### src/sv/snu_ram.sv
// ----------------------------------------------------------------------------
// snu_ram
// Generic single-write, single-read synchronous RAM with registered read.
// ----------------------------------------------------------------------------
module snu_ram #(
  parameter int unsigned WIDTH  = 8,
  parameter int unsigned DEPTH  = 2,
  parameter int unsigned ADDR_W = (DEPTH > 1) ? $clog2(DEPTH) : 1
) (
  input  logic              clk_i,
  input  logic              we_i,
  input  logic [ADDR_W-1:0] waddr_i,
  input  logic [WIDTH-1:0]  wdata_i,
  input  logic [ADDR_W-1:0] raddr_i,
  output logic [WIDTH-1:0]  rdata_o
);

  logic [WIDTH-1:0] mem_q [DEPTH];
  logic [WIDTH-1:0] rdata_q;

  // write port and registered read port
  always_ff @(posedge clk_i) begin
    if (we_i) begin
      mem_q[waddr_i] <= wdata_i;
    end
    rdata_q <= mem_q[raddr_i];
  end

  assign rdata_o = rdata_q;

endmodule

### config.mk
export PLATFORM = sky130hd
export DESIGN_NAME = snu_ram
export DESIGN_NICKNAME = d
export VERILOG_FILES = /design/src/sv/snu_ram.sv
export SDC_FILE = /design/constraint.sdc
export NUM_CORES = 1
export LEC_CHECK = 0
export BUFFER_PORTS_ARGS = -buffer_cell sky130_fd_sc_hd__buf_2
export CAP_MARGIN = 10
export CORE_MARGIN = 3
export CORE_UTILIZATION = 40
export DETAILED_ROUTE_END_ITERATION = 6
export PLACE_DENSITY = 0.66
export SLEW_MARGIN = 20
export SYNTH_ARGS = -nofsm -noshare
export SYNTH_HDL_FRONTEND = slang
export SYNTH_SLANG_ARGS = --single-unit
### constraint.sdc
create_clock -name clk_i -period 2 [get_ports clk_i]
set_clock_uncertainty 0.2 [all_clocks]
set_input_delay 0.2 -clock clk_i [delete_from_list [all_inputs] [get_ports clk_i]]
set_output_delay 0.2 -clock clk_i [all_outputs]
set_load 0.1 [all_outputs]
==> run summary <==
CP required: 1600 ps
Synth area leaders: edfxtp_1 (61%), dfxtp_1 (20%), mux2_4 (15%)
worst skew pair latency: 300 ps
Multi-input gate area: 133 um2
power density over the cells: 951 mW/mm2
IO Pins: 20
Die Y: 50.3 um
Post-Syn Nets: 47
IO buf count: 19
# setup viols final: 0
total grt overflow: 0
Chip Width: 50.3 um
Placed Cells incl. Taps: 79
Comb power frac: 19.3%
clock power share: 21.0%
Worst Setup End Kind: output pin
Starting Density: 44.0%
critical path arrival: 1040 ps
fill count: 151
Final nets: 79
share of layout cells above drive strength 1: 47.0%
maximum vdd drop: 0.433 mV
Slew Limit Fails: 0
maxcap violations: 0
routability cong.: 0.604
status: finished clean
sequential share of power: 59.7%
Critical-path top delay cell: buf_2
post-synth top area share: 61.2%
Hold Startpoint: raddr_i
pre-CTS setup slack: 805 ps
Pleak: 0.416 nW
Synth Instances: 35
cell family with most CP delay: buffers and inverters
relative slew slack: 67.7%
critical-path cell list: buf_2
Max Clk Rate: 695 MHz
post-route ant nets: 0
initial antenna violation count: 0
initial drt markers: 8
Syn Std Cell Area: 785 um2
period utilization: 71.9%
via count: 380
Hold Fails Final Rpt: 0
Clock transition at path regs: 120 ps
Psw: 267 uW
area grow syn2layout: 29.2%
register bit total from synthesis: 24
clk buf depth: 2
number of unique standard cell types used by synthesis: 6
Worst Setup Start Kind: flop
TritonCTS Buffers: 3
ANT cells: 0
minimum clock period: 1440 ps
largest net degree at the start of global routing: 14
first-pass GRT wire length: 1550 um
Tightest Pin Transition: 487 ps
fin util: 56.8%
Pwr Total: 964 uW
Final WS setup: 562 ps
worst reg2reg startpoint: mem_q[0][4]
DRT Pass-1 Iters: 2
YS warnings: 0
Die Area: 0.00253 mm2
Total Wirelength: 998 um
vias in the first global route: 363
Syn Area/Cell: 22.4 um2
Hold Path Class: in -> reg
highest cell delay on the worst timing path: 410 ps
Setup TNS: 0 ps
# rows: 15
Remaining DRCs: 0
Layout Cells excl Fill: 91
start point of the critical path: rdata_o[7]
RSZ-0062 raised after global routing: no
Wirelength per Cell: 11.0 um
area leader, netlist: edfxtp_1
post_cts resized: 0
Max FO, Critical Path: 1
number of setup buffers added after CTS: 0
sequential share of the synthesized area: 81.7%
total core area: 0.00178 mm2
register area: 641 um2
vias per inst: 4.18
WP buf/inv: 1
clk root buf: clkbuf_4
aggregate global-route resource usage: 8.86%
crit path kind: reg -> out
Sw Ratio: 27.8%
Clock Sinks: 24
TritonCTS clock tree: yes
CTS HTree Levels: 1
Pint: 696 uW
==> worst paths after layout <==
path           endpoint  slack (ps)  depth (start not counted)
max          rdata_o[7]         560                          1
min reg2reg  rdata_o[4]         290                          1
max reg2reg  rdata_o[4]        1040                          1
min          rdata_o[0]         130                          2
==> per-layer routing <==
metal	global-route usage [%]	up-vias	share of wire [%]
met3	2.97	2	6.7
met1	8.38	176	42
met5	0	-	0
met4	5.53	0	0.90
met2	16.1	12	51
li1	-	190	-
==> kinds of logic after synthesis <==
| group | after synthesis | synth area share [%] |
|---|---|---|
| buf+inv | 1 | 1.44 |
| flops | 24 | 81.7 |
| mux | 8 | 15.3 |
| simple gates | 2 | 1.60 |
==> cell usage after synthesis, drive strengths merged <==
master	number
buf	1
nor2b	1
edfxtp	16
dfxtp	8
and2	1
mux2	8
==> sequential cells by signal, summed over array words and instances (netlist names) <==
| signal | flops |
|---|---|
| rdata_o | 8 |
| mem_q | 16 |
==> cell usage in the layout (no fill, tap or decap), drive strengths merged <==
master       synthesis  final
and2                 1      1
buf                  1     20
clkbuf               0      4
dfxtp                8      8
dlygate4sd3          0      8
edfxtp              16     16
mux2                 8      8
nor2b                1      1
==> power groups by stage <==
| stage | Clock (mW) | Combinational (mW) | Sequential (mW) |
|---|---|---|---|
| floorplan | 0 | 0.0342 | 0.697 |
| global placement | 0 | 0.174 | 0.587 |
| detailed placement | 0 | 0.176 | 0.587 |
| CTS | 0.210 | 0.188 | 0.576 |
| global route | 0.228 | 0.192 | 0.579 |
| finish | 0.202 | 0.186 | 0.575 |
==> cell type report <==
cell class | instances | area share, %
tap | 25 | 3.09
clock buffer | 4 | 2.59
sequential | 24 | 63.2
timing repair buffer | 28 | 18.0
multi-input combinational | 10 | 13.1
==> repair_timing <==
| action | in CTS | in global routing |
|---|---|---|
| setup endpoints to repair | 0 | 0 |
| endpoints found under the hold margin | 16 | 0 |
| hold buffers | 8 | 0 |
==> stage by stage <==
stage                     cell area, um2  hold slack (ps)
final                               1010              133
after global routing                1010              130
after CTS                           1010              131
after detailed placement             907              191
after global placement               907              191
after floorplan                      785             98.9
Note: power is estimated with default switching activity, not from simulation.
