===== config.mk =====
export PLATFORM = sky130hd
export DESIGN_NAME = snu_fifo
export DESIGN_NICKNAME = d
export VERILOG_FILES = /design/src/sv/snu_pkg.sv /design/src/sv/snu_fifo.sv
export SDC_FILE = /design/constraint.sdc
export NUM_CORES = 1
export LEC_CHECK = 0
export BUFFER_PORTS_ARGS = -buffer_cell sky130_fd_sc_hd__buf_2
export CAP_MARGIN = 10
export CORE_ASPECT_RATIO = 1.2
export CORE_MARGIN = 2
export CORE_UTILIZATION = 40
export DETAILED_ROUTE_END_ITERATION = 6
export GPL_ROUTABILITY_DRIVEN = 0
export PLACE_DENSITY_LB_ADDON = 0.3
export SLEW_MARGIN = 20
export SYNTH_ARGS = -nofsm -noshare
export SYNTH_HDL_FRONTEND = slang
export SYNTH_SLANG_ARGS = --single-unit

===== constraint.sdc =====
create_clock -name clk_i -period 10.3 [get_ports clk_i]
set_input_delay 1.03 -clock clk_i [delete_from_list [all_inputs] [get_ports clk_i]]
set_output_delay 1.03 -clock clk_i [all_outputs]
set_load 0.05 [all_outputs]

===== src/sv/snu_pkg.sv =====
// ----------------------------------------------------------------------------
// snu_pkg
// Shared widths, fixed-point constants, register codes and item types for
// the spiking neuron update unit.
// ----------------------------------------------------------------------------
package snu_pkg;

  // field widths
  localparam int unsigned IDX_W      = 10;
  localparam int unsigned V_W        = 20;
  localparam int unsigned TR_W       = 16;
  localparam int unsigned COEF_W     = 16;
  localparam int unsigned NE_W       = 11;
  localparam int unsigned CFG_DATA_W = 20;
  localparam int unsigned CFG_IDX_W  = 3;

  // default neuron count
  localparam int unsigned NEURONS_DEFAULT = 1024;

  // trace steps applied on a spike
  localparam logic [TR_W-1:0] LTP_STEP = 16'd6554;
  localparam logic [TR_W-1:0] LTD_STEP = 16'd7864;

  // fixed-point constants (Q12.8 voltages, Q0.16 coefficients)
  localparam logic signed [V_W-1:0] Q_REST          = -20'sd16640;
  localparam logic signed [V_W-1:0] Q_REST_RECOVERY = -20'sd3328;
  localparam logic signed [V_W-1:0] Q_THRESHOLD     = 20'sd7680;
  localparam logic signed [V_W-1:0] S20_MAX         = 20'sd524287;
  localparam logic signed [V_W-1:0] S20_MIN         = -20'sd524288;
  localparam logic [11:0]           Q_FOUR_HUNDREDTHS = 12'd2621;
  localparam logic [14:0]           Q_FIFTH           = 15'd13107;
  localparam logic signed [23:0]    Q_ONE_FORTY       = 24'sd35840;

  // register reset values
  localparam logic [NE_W-1:0]       NE_COUNT_RST    = 11'd800;
  localparam logic [COEF_W-1:0]     A_EXC_RST       = 16'd1311;
  localparam logic [COEF_W-1:0]     A_INH_RST       = 16'd6554;
  localparam logic [COEF_W-1:0]     D_EXC_RST       = 16'd2048;
  localparam logic [COEF_W-1:0]     D_INH_RST       = 16'd512;
  localparam logic signed [V_W-1:0] RESET_V_RST     = -20'sd16640;
  localparam logic [COEF_W-1:0]     TRACE_DECAY_RST = 16'd62339;

  // result queue sizing
  localparam int unsigned FIFO_DEPTH = 16;
  localparam int unsigned FIFO_PW    = 4;
  localparam int unsigned CNT_W      = 5;

  // configuration register indexes
  typedef enum logic [CFG_IDX_W-1:0] {
    CFG_NE_COUNT      = 3'd0,
    CFG_A_EXC         = 3'd1,
    CFG_A_INH         = 3'd2,
    CFG_D_EXC         = 3'd3,
    CFG_D_INH         = 3'd4,
    CFG_RESET_VOLTAGE = 3'd5,
    CFG_TRACE_DECAY   = 3'd6
  } cfg_idx_e;

  // one result item
  typedef struct packed {
    logic [IDX_W-1:0]     neuron_id;
    logic                 fired;
    logic [V_W-1:0]       membrane;
    logic [TR_W-1:0]      ltp;
    logic [TR_W-1:0]      ltd;
  } result_t;

  // one state memory word
  typedef struct packed {
    logic [V_W-1:0]  v;
    logic [V_W-1:0]  u;
    logic [TR_W-1:0] ltp;
    logic [TR_W-1:0] ltd;
  } mem_word_t;

  // per-item context carried down the pipeline
  typedef struct packed {
    logic [IDX_W-1:0]  idx;
    logic [V_W-1:0]    cur;
    logic              fired;
    logic [COEF_W-1:0] a;
    logic [V_W-1:0]    u;
    logic [TR_W-1:0]   ltp;
    logic [TR_W-1:0]   ltd;
    logic [TR_W-1:0]   ltp_dec;
    logic [TR_W-1:0]   ltd_dec;
  } ctx_t;

endpackage


===== src/sv/snu_fifo.sv =====
// ----------------------------------------------------------------------------
// snu_fifo
// Result queue between the update pipeline and the output channel.
// ----------------------------------------------------------------------------
module snu_fifo (
  input  logic              clk_i,
  input  logic              rst_ni,
  input  logic              push_i,
  input  snu_pkg::result_t  push_data_i,
  input  logic              pop_i,
  output logic              valid_o,
  output snu_pkg::result_t  data_o
);

  snu_pkg::result_t                 mem_q [snu_pkg::FIFO_DEPTH];
  logic [snu_pkg::FIFO_PW-1:0]      wr_ptr_q, rd_ptr_q;
  logic [snu_pkg::CNT_W-1:0]        count_q;
  logic                             pop;

  assign valid_o = (count_q != '0);
  assign pop     = pop_i && valid_o;
  assign data_o  = mem_q[rd_ptr_q];

  // storage
  always_ff @(posedge clk_i) begin
    if (push_i) begin
      mem_q[wr_ptr_q] <= push_data_i;
    end
  end

  // pointers and fill count
  always_ff @(posedge clk_i or negedge rst_ni) begin
    if (!rst_ni) begin
      wr_ptr_q <= '0;
      rd_ptr_q <= '0;
      count_q  <= '0;
    end else begin
      if (push_i) begin
        wr_ptr_q <= wr_ptr_q + 1'b1;
      end
      if (pop) begin
        rd_ptr_q <= rd_ptr_q + 1'b1;
      end
      case ({push_i, pop})
        2'b10:   count_q <= count_q + 1'b1;
        2'b01:   count_q <= count_q - 1'b1;
        default: count_q <= count_q;
      endcase
    end
  end

endmodule


==> metrics.yaml <==
status: "finished, final reports clean"
fin_cells: 3486
crit_fanout: 121
r2r_end: "mem_q[11][28]"
min_path_type: "in -> async"
setup_tns_ns: 0
clock_path_buffers: 3
synth-xor-area-share: 0.00221
yosys.area.top_type_share: 0.765
cts_root_buf: "clkbuf_16"
via_per_inst: 5.59
synth-edff-count: 1008
maxCapViolations: 0
ys_async_sr_fraction: 0.0127
die_h_um: 348
irDropWorstVdd_mv: 0.198
cp-end-kind: "output pin"
fp.dieArea_um2: 101000
p_leak_nw: 14.8
design_area_um2: 44900
timing.critical_path.arrival_ns: 4.58
ys_seq_area_frac: 0.774
p_per_area_nw_per_um2: 299
io_pins: 131
ys_types: 32
whs_ns: 0.267
nets: 2202
synthMuxAreaShare: 0.138
required_ns: 9.27
clk_pin_slew_ns: 0.06
io_buffer_count: 130
synth_area_per_cell_um2: 20.2
syn_nets: 2039
ys_ff_latch: 1021
rrSetupSlack_ns: 7.22
fin_crit_ns: 5.61
synth_compound_area_frac: 0.0569
start_util: 0.403
rows: 126
ys.flop_type: "edfxtp_1"
postRouteWirelength_um: 92900
synth_top_area_cell: "edfxtp_1"
dr.pass1.iters: 5
drcViolationCount: 0
grt_pass1_wl_um: 136000
synth-simple-area-share: 0.0106
startpoint_type: "register"
drt_iter0_drc: 1668
p_total_mw: 13.4
post-cts-setup-buffers: 0
synth_area_um2: 39600
finClkSkew_ns: 0.0140
hold_buffers: 0
area_growth_syn_to_layout_pct: 13.4
die_x_um: 291
grt_start_max_net_pins: 122
clock_latency_ns: 0.66
htreeDepth: 3
coreArea_um2: 98200
place_inst: 3300
setup_viol_count_final: 0
cts_sinks: 1021
worst_pin_slew_ns: 1.15
vias: 19500
antenna_found_initial: 13
place_area_um2: 41700
crit_type: "reg -> out"
post_cts_resized: 0
timing.slew.headroom: 0.233
postRouteAntennaNets: 0
finalMaxSlewViolations: 0
worstReg2RegStart: "wr_ptr_q[2]"
post_drt_wl_per_cell_um: 26.7
fin_crit_sh: 0.545
synth_top_family_by_area: "multiplexers"
synth_area_leaders: "edfxtp_1, mux4_2, mux2i_1"
syn_inst: 1962
fmax_mhz: 178
synthAdderAreaFrac: 0.00335
fillers: 8180
cts_made_buffers: 102
overflow: 0
cts_tree: "built"
grt_pass1_vias: 20100
drive_gt1_frac: 0.252
reg2reg_depth: 4
ys_warn_count: 0
hold_violations: 0
rsz0062_at_grt: "false"
hpwlAfterDp_um: 46700
grt_util_all_layers: 0.182
logic make-up (layout without fill, tap and decap cells):
group	Yosys count	after routing
other	0	2
muxes	379	379
AOI/OAI and AO/OA	323	323
adders and majority gates	10	10
xor gates and xnor gates	10	10
and+or+nand+nor	102	102
buffers and inverters	117	359
DFF	1021	1021
layout by cell type (no fill, tap or decap), drive strengths merged, types with 10 or more instances in the layout:
cell and instances:
edfxtp 1008, mux2i 189, buf 169, o21ai 131, clkbuf 129, mux4 126
nand2 74, a21oi 65, mux2 64, a22oi 63, a221oi 63, clkinv 42
dfrtp 13, nor2 12, inv 10
routing by layer:
layer | routed length [um] | GRT usage
met1 | 37900 | 0.235
met2 | 47500 | 0.319
met3 | 5060 | 0.0271
met4 | 2380 | 0.0563
met5 | 52 | 0
power by group:
group / internal [mW] / switching (mW) / leakage (nW)
logic: 1.49 / 3.15 / 3.93
clock network: 2.05 / 1.50 / 1.56
registers: 5.01 / 0.229 / 9.26
Yosys cell counts, types with 7 or more instances:
| library cell | n |
|---|---|
| edfxtp_1 | 1008 |
| mux2i_1 | 189 |
| mux4_2 | 126 |
| o21ai_0 | 109 |
| nand2_1 | 74 |
| a21oi_1 | 65 |
| mux2_2 | 64 |
| a22oi_1 | 63 |
| clkbuf_1 | 46 |
| a221oi_2 | 38 |
| buf_2 | 33 |
| a221oi_1 | 25 |
| o21ai_1 | 22 |
| buf_4 | 15 |
| dfrtp_1 | 13 |
| nor2_1 | 12 |
| buf_6 | 11 |
| ha_1 | 9 |
| inv_1 | 7 |
critical path, cell delays in order (launching register included):
cell	delay (ns)
dfrtp_4	0.99
buf_4	0.73
buf_12	0.68
mux2i_1	0.16
a221oi_1	0.49
o21ai_0	0.17
nand2_1	0.16
buf_2	0.28
worst max path at each step:
| stage | start | endpoint | slack [ns] | cells after the start |
|---|---|---|---|---|
| 6_report | rd_ptr_q[0] | data_o[47] | 4.69 | 7 |
| 5_1_grt | rd_ptr_q[0] | data_o[42] | 4.30 | 8 |
| 4_1_cts | rd_ptr_q[0] | data_o[19] | 4.46 | 8 |
| 3_5_place_dp | rd_ptr_q[0] | data_o[19] | 5.19 | 8 |
| 3_3_place_gp | rd_ptr_q[0] | data_o[19] | 5.22 | 8 |
| 2_1_floorplan | push_i | mem_q[3][0] | 3.99 | 3 |
per-stage QoR:
stage	setup WS, ns	utilization
finish	4.69	0.457
global route	4.30	0.457
CTS	4.46	0.456
detailed placement	5.19	0.424
global placement	5.22	0.424
floorplan	3.99	-
sequential cells by signal, indices dropped and copies added, names as in the netlist:
name      count
wr_ptr_q      4
count_q       5
mem_q      1008
rd_ptr_q      4
area by class of cell:
cell class	count	area, um2	area share
Antenna cell	2	5.00	0.000112
Inverter	7	26.3	0.000586
Clock buffer	129	2670	0.0596
Clock inverter	54	504	0.0112
Timing Repair Buffer	169	980	0.0218
Tap cell	1280	1600	0.0357
Multi-Input combinational cell	824	8470	0.189
Sequential cell	1021	30600	0.682
No activity file was read; power rests on OpenSTA's default activity.
